===== config.mk =====
export PLATFORM = sky130hd
export DESIGN_NAME = circular_deque_top
export DESIGN_NICKNAME = d
export VERILOG_FILES = /design/src/hw/rtl/cdq_pkg.sv /design/src/hw/rtl/cdq_datapath.sv /design/src/hw/rtl/cdq_ctrl.sv /design/src/hw/rtl/circular_deque_top.sv
export SDC_FILE = /design/constraint.sdc
export NUM_CORES = 1
export LEC_CHECK = 0
export BUFFER_PORTS_ARGS = -buffer_cell sky130_fd_sc_hd__buf_2
export CAP_MARGIN = 20
export CORE_ASPECT_RATIO = 0.5
export CORE_MARGIN = 2
export CORE_UTILIZATION = 58
export DETAILED_ROUTE_END_ITERATION = 16
export PLACE_DENSITY = 0.73
export SETUP_SLACK_MARGIN = 0.15
export SLEW_MARGIN = 20
export SYNTH_ARGS = -nofsm -noshare
export SYNTH_HDL_FRONTEND = slang
export SYNTH_SLANG_ARGS = --single-unit

===== constraint.sdc =====
create_clock -name clock -period 12.4 [get_ports clock]
set_input_delay 1.24 -clock clock [delete_from_list [all_inputs] [get_ports clock]]
set_output_delay 1.24 -clock clock [all_outputs]
set_load 0.01 [all_outputs]

===== src/hw/rtl/cdq_pkg.sv =====
`default_nettype none
package cdq_pkg;

   // Queue geometry
   localparam int DEPTH = 16;
   localparam int IDX_W = $clog2(DEPTH);
   localparam int WORD_W = 32;

   typedef enum logic [1:0] {
      CMD_PUSH_FRONT = 2'd0,
      CMD_PUSH_REAR  = 2'd1,
      CMD_POP_FRONT  = 2'd2,
      CMD_POP_REAR   = 2'd3
   } cmd_type;

   typedef enum logic [1:0] {
      STATUS_DONE  = 2'd0,
      STATUS_FULL  = 2'd1,
      STATUS_EMPTY = 2'd2
   } status_type;

   typedef struct packed {
      cmd_type                   command;
      logic signed [WORD_W-1:0]  value;
   } req_type;

   typedef struct packed {
      logic signed [WORD_W-1:0]  popped_value;
      status_type                status;
      logic                      is_empty;
      logic                      is_full;
   } rsp_type;

   typedef enum logic [1:0] {
      ST_IDLE,
      ST_EXEC,
      ST_RESP
   } state_type;

   // Commands from the controller to the datapath
   typedef struct packed {
      logic load;
      logic exec;
      logic respond;
   } ctrl_type;

endpackage
`default_nettype wire


===== src/hw/rtl/cdq_datapath.sv =====
`default_nettype none
module cdq_datapath (
   input  wire logic              clock,
   input  wire logic              reset,
   input  wire cdq_pkg::ctrl_type ctrl,
   input  wire cdq_pkg::req_type  req_data,
   output cdq_pkg::rsp_type       rsp_data
);
   import cdq_pkg::*;

   typedef logic [IDX_W-1:0] idx_type;

   // Step an index forward or back around the ends of the store.
   function automatic idx_type wrap_next(input idx_type i);
      return (i == IDX_W'(DEPTH - 1)) ? '0 : i + IDX_W'(1);
   endfunction

   function automatic idx_type wrap_prev(input idx_type i);
      return (i == '0) ? IDX_W'(DEPTH - 1) : i - IDX_W'(1);
   endfunction

   cmd_type                  cmd_ff;
   logic signed [WORD_W-1:0] val_ff;
   idx_type                  front_ff, front_in;
   idx_type                  rear_ff, rear_in;
   logic                     empty_ff, empty_in;
   status_type               status_ff, status_in;
   logic                     pop_ok_ff, pop_ok_in;
   logic signed [WORD_W-1:0] rdata_ff;
   logic signed [WORD_W-1:0] mem [DEPTH];

   idx_type slot;
   logic    wr_en;
   logic    rd_en;
   logic    full_now;

   // Capture the command on transfer
   always_ff @(posedge clock) begin
      if (ctrl.load) begin
         cmd_ff <= req_data.command;
         val_ff <= req_data.value;
      end
   end

   assign full_now = !empty_ff && (wrap_next(rear_ff) == front_ff);

   // Decide the step and the next pointer values
   always_comb begin
      front_in  = front_ff;
      rear_in   = rear_ff;
      empty_in  = empty_ff;
      status_in = STATUS_DONE;
      pop_ok_in = 1'b0;
      slot      = '0;
      wr_en     = 1'b0;
      rd_en     = 1'b0;
      unique case (cmd_ff) inside
         CMD_PUSH_FRONT, CMD_PUSH_REAR: begin
            if (full_now) begin
               status_in = STATUS_FULL;
            end else begin
               wr_en = 1'b1;
               if (empty_ff) begin
                  // first entry lands at slot zero
                  front_in = '0;
                  rear_in  = '0;
                  empty_in = 1'b0;
                  slot     = '0;
               end else if (cmd_ff == CMD_PUSH_FRONT) begin
                  front_in = wrap_prev(front_ff);
                  slot     = wrap_prev(front_ff);
               end else begin
                  rear_in = wrap_next(rear_ff);
                  slot    = wrap_next(rear_ff);
               end
            end
         end
         CMD_POP_FRONT, CMD_POP_REAR: begin
            if (empty_ff) begin
               status_in = STATUS_EMPTY;
            end else begin
               rd_en     = 1'b1;
               pop_ok_in = 1'b1;
               slot      = (cmd_ff == CMD_POP_FRONT) ? front_ff : rear_ff;
               if (front_ff == rear_ff) begin
                  // last entry leaves: reset both pointers
                  front_in = '0;
                  rear_in  = '0;
                  empty_in = 1'b1;
               end else if (cmd_ff == CMD_POP_FRONT) begin
                  front_in = wrap_next(front_ff);
               end else begin
                  rear_in = wrap_prev(rear_ff);
               end
            end
         end
      endcase
   end

   // Advance pointers on execute
   always_ff @(posedge clock) begin
      if (reset) begin
         front_ff <= '0;
         rear_ff  <= '0;
         empty_ff <= 1'b1;
      end else if (ctrl.exec) begin
         front_ff <= front_in;
         rear_ff  <= rear_in;
         empty_ff <= empty_in;
      end
   end

   // Hold the step outcome for the response cycle
   always_ff @(posedge clock) begin
      if (ctrl.exec) begin
         status_ff <= status_in;
         pop_ok_ff <= pop_ok_in;
      end
   end

   // Store: one write or one registered read per step
   always_ff @(posedge clock) begin
      if (ctrl.exec && wr_en) begin
         mem[slot] <= val_ff;
      end
      if (ctrl.exec && rd_en) begin
         rdata_ff <= mem[slot];
      end
   end

   // Drive the result from the updated state
   always_comb begin
      rsp_data.popped_value = pop_ok_ff ? rdata_ff : '0;
      rsp_data.status       = status_ff;
      rsp_data.is_empty     = empty_ff;
      rsp_data.is_full      = full_now;
   end

endmodule
`default_nettype wire


===== src/hw/rtl/cdq_ctrl.sv =====
`default_nettype none
module cdq_ctrl (
   input  wire logic        clock,
   input  wire logic        reset,
   input  wire logic        start,
   output logic             busy,
   output logic             rsp_valid,
   output cdq_pkg::ctrl_type ctrl
);
   import cdq_pkg::*;

   state_type state_ff, state_in;

   // State register
   always_ff @(posedge clock) begin
      if (reset) begin
         state_ff <= ST_IDLE;
      end else begin
         state_ff <= state_in;
      end
   end

   // Sequence capture, execute, respond
   always_comb begin
      state_in     = state_ff;
      ctrl         = '0;
      busy         = 1'b1;
      rsp_valid    = 1'b0;
      unique case (state_ff)
         ST_IDLE: begin
            busy = 1'b0;
            if (start) begin
               ctrl.load = 1'b1;
               state_in  = ST_EXEC;
            end
         end
         ST_EXEC: begin
            ctrl.exec = 1'b1;
            state_in  = ST_RESP;
         end
         ST_RESP: begin
            ctrl.respond = 1'b1;
            rsp_valid    = 1'b1;
            // take the next command at the edge that ends the response
            if (start) begin
               ctrl.load = 1'b1;
               state_in  = ST_EXEC;
            end else begin
               state_in = ST_IDLE;
            end
         end
         default: begin
            state_in = ST_IDLE;
         end
      endcase
   end

endmodule
`default_nettype wire


===== src/hw/rtl/circular_deque_top.sv =====
`default_nettype none
// Double-ended queue of 16 signed 32-bit words in a circular store. A command
// (push front, push rear, pop front, pop rear) transfers when start is high and
// busy is low. The cycle after the transfer edge does the store access (one
// write or one registered read); in the cycle after that the result is on
// rsp_data with rsp_valid high, and it is taken at the edge that ends it. Busy
// is low in that response cycle, so the next command may transfer at the same
// edge. Back to back, each command runs the sequence execute, respond.
// The receiver cannot stall: take the result in the cycle rsp_valid is high.
// A push into a full queue returns status full, a pop from an empty queue
// returns status empty; both leave the queue unchanged and report zero data.
module circular_deque_top (
   input  wire logic             clock,
   input  wire logic             reset,
   input  wire logic             start,
   output logic                  busy,
   input  wire cdq_pkg::req_type req_data,
   output logic                  rsp_valid,
   output cdq_pkg::rsp_type      rsp_data
);
   import cdq_pkg::*;

   ctrl_type ctrl;
   logic     ctrl_busy;

   cdq_ctrl u_ctrl (
      .clock     (clock),
      .reset     (reset),
      .start     (start),
      .busy      (ctrl_busy),
      .rsp_valid (rsp_valid),
      .ctrl      (ctrl)
   );

   cdq_datapath u_datapath (
      .clock    (clock),
      .reset    (reset),
      .ctrl     (ctrl),
      .req_data (req_data),
      .rsp_data (rsp_data)
   );

   // Release busy in the response cycle so the next command can transfer
   assign busy = ctrl_busy && !ctrl.respond;

endmodule
`default_nettype wire


# Word level (Yosys, flattened, before mapping)
# Memory sizes are Yosys's and may differ from the RTL's. A register that Yosys moved wholly into a read port is not among the register bits.
# Cells that the tools add are included.
[totals] elab_cells=91 mem_bits_rw=512 input_bits=37 output_inout_bits=38 n_memories=1 register_bits=48
[op_classes] add_sub_neg=4 muxes=46 eq_ne=16 n_reduce_logical=16
[mem_list] memory="u_datapath.mem" depth=16 width=32 rd=1 rd_ports_with_merged_regs=1 wr=1 line="cdq_datapath.sv:30" source="logic signed [WORD_W-1:0] mem [DEPTH];"
[ops] cell="two-way mux 4 bit" n=21
[ops] cell="two-way mux 32 bit" n=1
[ops] cell="one-hot mux 4 bit (2 select lines)" n=3
[ops] cell="two-way mux 1 bit" n=16
[ops] cell="AND reduction 5 bit" n=2
[ops] cell="adder 4 x 1 -> 4 bit, second input constant" n=2
[ops] cell="equality test 4 bit" n=2
[ops] cell="equality test 4 bit, second input constant" n=2
[ops] cell="zero test 4 bit" n=2
[ops] cell="subtractor 4 x 1 -> 4 bit, second input constant" n=2
[ops] cell="equality test 2 bit, second input constant" n=3
[ops] cell="inequality test 2 bit, second input constant" n=3
[ops] cell="inequality test 3 x 1 -> 1 bit, second input constant" n=2
[ops] cell="one-hot mux 2 bit (3 select lines)" n=1
[ops] cell="OR reduction 2 bit" n=3
[ops] cell="equality test 2 x 1 -> 1 bit, second input constant" n=2
[ops] cell="logical AND 1 bit" n=4
[ops] cell="zero test 2 bit" n=2
[ops] cell="two-way mux 2 bit" n=2
[ops] cell="one-hot mux 2 bit (2 select lines)" n=1
[ops] cell="inequality test 3 x 2 -> 1 bit, second input constant" n=1
[ops] cell="inequality test 3 bit, second input constant" n=1
[ops] cell="zero test 1 bit" n=2
[ops] cell="one-hot mux 1 bit (2 select lines)" n=1
[ops] cell="AND reduction 2 bit" n=1

# Depth between registers and ports, before layout
[depth] depth_word=9 mapped_depth=15 depth_no_buf=10

# Hierarchy
# From an unflattened synthesis, not the netlist that was laid out.
[unflattened] hier_cells=1275 area_unflattened_um2=22983.3
[modules_own_cells] module="cdq_datapath" area_each_um2=22866.9 cells_per_inst=1264 seq_area_each_um2=17626.9 instances=1
[modules_own_cells] module="cdq_ctrl" area_each_um2=102.6 cells_per_inst=10 seq_area_each_um2=40.0 instances=1
[modules_own_cells] module="circular_deque_top" area_each_um2=13.8 cells_per_inst=1 seq_area_each_um2=0.0 instances=1

# Worst setup path after synthesis
# No wires, ideal clock.
[synth_path] path_type="register -> register" from="register u_datapath.rear_ff[0]" to="memory u_datapath.mem[11][0], enable pin" t_arrival_ns=3.727 path_slack_ns=8.252 n_path_buf=3 t_required_ns=11.979 stages_incl_launch_ff=12 path_cell_list="dfxtp_1 -> buf_2 -> inv_1 -> ha_1 -> xor2_1 -> nor3_1 -> and3b_1 -> a21oi_1 -> clkbuf_1 -> clkbuf_1 -> nand2_1 -> nor2_1"
[synth_via] elab_chain_cells=9 word_cells_on_any_way=16
[synth_rtl] element="start: declaration" line="cdq_datapath.sv:25" source="idx_type rear_ff, rear_in;"
[synth_rtl] element="start signal: assignment" line="cdq_datapath.sv:108" source="rear_ff <= rear_in;"
[synth_rtl] element="adder 4 x 1 -> 4 bit / equality test 4 bit (equally long branches)" line="cdq_datapath.sv:15" source="return (i == IDX_W'(DEPTH - 1)) ? '0 : i + IDX_W'(1);"
[synth_rtl] element="two-way mux 4 bit" line="cdq_datapath.sv:15"
[synth_rtl] element="equality test 4 bit" line="cdq_datapath.sv:45" source="assign full_now = !empty_ff && (wrap_next(rear_ff) == front_ff);"
[synth_rtl] element="logical AND 1 bit" line="cdq_datapath.sv:45"
[synth_rtl] element="two-way mux 1 bit" line="cdq_datapath.sv:59" source="if (full_now) begin"
[synth_rtl] element="two-way mux 1 bit" line="cdq_datapath.sv:57" source="unique case (cmd_ff) inside"
[synth_rtl] element="logical AND 1 bit" line="cdq_datapath.sv:123" source="if (ctrl.exec && wr_en) begin"
[synth_rtl] element="two-way mux 1 bit" line="cdq_datapath.sv:123"
[synth_rtl] element="two-way mux 1 bit (implied by the code)" line="cdq_datapath.sv:124" source="mem[slot] <= val_ff;"
[synth_rtl] element="end: declaration" line="cdq_datapath.sv:30"
# Parallel ways exist; a longest one is shown, timed or not.

# Worst setup path in the final report
[layout_path] from="register u_datapath.rear_ff[0]" to="register u_datapath.rdata_ff[10] (read register of u_datapath.mem) (data pin)"
[layout_via] elab_chain_cells=6 word_cells_on_any_way=11
[layout_rtl] element="adder 4 x 1 -> 4 bit / equality test 4 bit (equally long branches)" line="cdq_datapath.sv:15"
[layout_rtl] element="two-way mux 4 bit" line="cdq_datapath.sv:15"
[layout_rtl] element="equality test 4 bit / two-way mux 4 bit (equally long branches)" line="cdq_datapath.sv:45, cdq_datapath.sv:69"
[layout_rtl] element="logical AND 1 bit / two-way mux 4 bit (equally long branches)" line="cdq_datapath.sv:45, cdq_datapath.sv:63"
[layout_rtl] element="two-way mux 4 bit" line="cdq_datapath.sv:59"
[layout_rtl] element="one-hot mux 4 bit (2 select lines) *" line="cdq_datapath.sv:57"
[layout_rtl] element="end: declaration" line="cdq_datapath.sv:29" source="logic signed [WORD_W-1:0] rdata_ff;"
# Mark *: on every way between the ends. The rest lies on a longest branch, timed or not.
# A chain may end at the register's enable or synchronous reset.

==> metrics.md <==
| Metric | Value |
|---|---|
| Outcome | `completed` |
| Slowest-stage cell, CP | `a21o_4` |
| Mapped Cells | `1724` |
| Worst Setup End Kind | `flip-flop` |
| TritonCTS Sinks | `approximately 600` |
| Data required, critical path | `12.73 ns` |
| Post-Synthesis Net Count | `1765` |
| Synthesized area | `0.0240 mm2` |
| Least-Margin Pin Slew | `1.11 ns` |
| Number of buffers and inverters on the critical path | `2` |
| Die outline height | `148 um` |
| Async set-or-reset flop fraction in the synthesized netlist | `0` |
| Total global-route track usage | `0.261` |
| Slew margin rel. | `0.263` |
| Hold WS | `about 0.63 ns` |
| TritonCTS clock tree | `yes` |
| GRT Max-Usage Layer | `met2` |
| Startpoint Class | `flip-flop` |
| Hold Path Class | `flip-flop to flip-flop` |
| Max Freq | `197 MHz` |
| Remaining design rule violation count | `0` |
| N_diodes | `0` |
| Crit path kind | `flip-flop to flip-flop` |
| Clk_skew | `about 0.031 ns` |
| Delay-heaviest family, CP | `compound AO/OA/AOI/OAI gates` |
| Largest net degree at the start of global routing | `~120` |
| Final wirelength | `56.8 mm` |
| Slowest stage delay, CP | `around 0.70 ns` |
| Via count of the first global-routing pass | `14400` |
| Post-synth EDFFs | `~580` |
| IO Port Bufs | `between 70 and 80` |
| Layout cells sized above 1 | `0.124` |
| WL per Instance | `24.4 um` |
| Starting DRC count in detailed routing | `~1900` |
| Hold Fails Final Rpt | `0` |
| HPWL after DPL | `30.9 mm` |
| First-pass GRT wire length | `86.3 mm` |
| Final count of negative-setup-slack endpoints | `0` |
| Initial Utilization | `0.591` |
| CP cell instances | `ha_1 -> xor3_1 -> nor3_1 -> and2_1 -> a21o_4 -> nand2_4 -> buf_4 -> buf_4 -> a211oi_1 -> a211oi_1 -> a311o_1` |
| Skew-Pair Late Insertion Delay | `0.59 ns` |
| Fillers | `2824` |
| RSZ-0062 raised after global routing | `no` |
| CTS resizes | `0` |
| Sequential share of the synthesized area | `0.736` |
| Power Density | `148 mW/mm2` |
| GR Util met3 | `0.0429` |
| Total number of vias | `15000` |
| Gpl congestion | `0.851` |
| Max VDD drop | `0.109 mV` |
| Critical path peak fanout | `87` |
| Dominant cell type by area after synthesis | `edfxtp_1` |
| Met2 GRT Util | `0.412` |
| Synthesis-stage register bit count | `about 600` |
| Setup Buffers After CTS | `0` |
| Grt ovf | `0` |
| Number of library cell types mapped by synthesis | `between 50 and 60` |
| Final core occ | `0.658` |
| Most used DFF post-synth | `edfxtp_1` |
| Boundary Pins | `75` |
| FP Rows | `52` |
| Setup total negative slack | `0 ns` |
| Initial antenna violation count | `0` |
| Antenna Nets Post-Route | `0` |
| Bufs on Longest Clock Path | `3` |
| Tmin final | `between 5 and 6 ns` |
| Die area | `0.0431 mm2` |
| Clock transition at the registers of the reported paths | `0.07 ns` |
| Static leakage | `0.00868 uW` |
| Synth top area share | `0.727` |
| WP data arrival | `5.40 ns` |
| Total power | `3960 uW` |
| Ranking of synthesized cells by area | `edfxtp_1, a211oi_1, nand2_1, and3_1, o21ai_0` |
| Core ar. | `between 0.04 and 0.05 mm2` |
| CTS buffer count | `a little over 50` |
| Die X | `292 um` |
| Number of vias per cell | `6.46` |
| Max cap viols | `0` |
| H-Tree Depth | `2` |
| Post-Syn Area per Cell | `about 14 um2` |
| Layout area overhead | `11.3%` |
| TritonRoute pass-1 iters | `6` |
| Yosys warning total | `0` |
| Met1 usage | `0.389` |
| CTS Hold Bufs | `0` |
| Fin. max-slew vios | `0` |
| CTS root buf | `clkbuf_16` |
| Tcrit/Tclk final | `0.409` |
| Nets | `1788` |
==> worst min-delay path, cell delays in order (launching register included) <==
cell and delay (ns):
dfxtp_1 0.39, nor2_1 0.13, a211oi_1 0.06
==> logic make-up after synthesis <==
kind of cell    count (synthesis)  synth area share
simple gates                  470            0.0913
xor+xnor                       10           0.00459
fa+ha+maj                       4           0.00209
mux                             5           0.00219
compound gates                496             0.138
flops                         592             0.736
buf+inv                       147            0.0257
==> area by class of cell <==
cell class	instances	area, um2	share of cell area
well taps	540	676	0.0253
repair buffers	107	756	0.0283
multi-input cells	985	5930	0.222
inverters	10	37.5	0.00140
clock inverters	32	318	0.0119
flip-flops and latches	592	17700	0.661
clock buffers	60	1330	0.0498
==> Yosys cell counts, drive strengths merged (10+ instances only) <==
| library cell | number |
|---|---|
| a21boi | 64 |
| a211oi | 134 |
| dfxtp | 11 |
| a311o | 32 |
| clkbuf | 103 |
| nand2 | 245 |
| o22ai | 35 |
| o21ai | 133 |
| nor2 | 39 |
| edfxtp | 581 |
| inv | 10 |
| and2 | 34 |
| nand3 | 34 |
| buf | 34 |
| a21oi | 78 |
| and3 | 97 |
==> stage by stage <==
step / setup WS, ns / instances / instance area [um2]
floorplan: 8.25 / 1724 / 24000
global placement: 7.52 / 2225 / 24900
detailed placement: 7.38 / 2234 / 25100
CTS: 7.35 / 2326 / 26700
global route: 6.97 / 2326 / 26700
finish: 7.33 / 2326 / 26700
==> report_power, final <==
part           internal (uW)  leakage (uW)  switching, uW
clock                    893      0.000811            705
combinational           42.6       0.00253           75.4
sequential              2210       0.00534           32.5
total                   3150       0.00868            813
==> flip-flops by register name, summed over array words and instances (netlist names) <==
name                  flops
u_ctrl.state_ff           2
u_datapath.cmd_ff         2
u_datapath.empty_ff       1
u_datapath.front_ff       4
u_datapath.mem          512
u_datapath.pop_ok_ff      1
u_datapath.rdata_ff      32
u_datapath.rear_ff        4
u_datapath.status_ff      2
u_datapath.val_ff        32
==> placed cells by master (no fill, tap or decap), drive strengths merged, types with 2 or more instances in the layout <==
cell,count
a211oi,134
a21boi,64
a21o,3
a21oi,78
a311o,32
a31oi,3
and2,34
and3,97
buf,107
bufinv,6
clkbuf,60
clkinv,23
dfxtp,11
edfxtp,581
ha,4
inv,12
mux2,2
mux2i,3
nand2,245
nand2b,6
nand3,34
nor2,39
nor2b,4
nor3,5
o21ai,133
o221a,2
o22ai,35
xor2,8
==> final timing paths <==
path	slack, ns	endpoint	startpoint	depth (start not counted)
max	7.33	u_datapath.rdata_ff[10]	u_datapath.rear_ff[0]	11
min	0.63	u_datapath.rear_ff[1]	u_datapath.rear_ff[1]	2
max reg2reg	7.33	u_datapath.rdata_ff[10]	u_datapath.rear_ff[0]	11
min reg2reg	0.63	u_datapath.rear_ff[1]	u_datapath.rear_ff[1]	2
==> layer usage <==
layer,vias to the layer above,part of all wire
li1,6652,-
met1,7469,0.43
met2,804,0.46
met3,91,0.091
met4,0,0.016
met5,-,0
(Power assumes the default switching activity.)
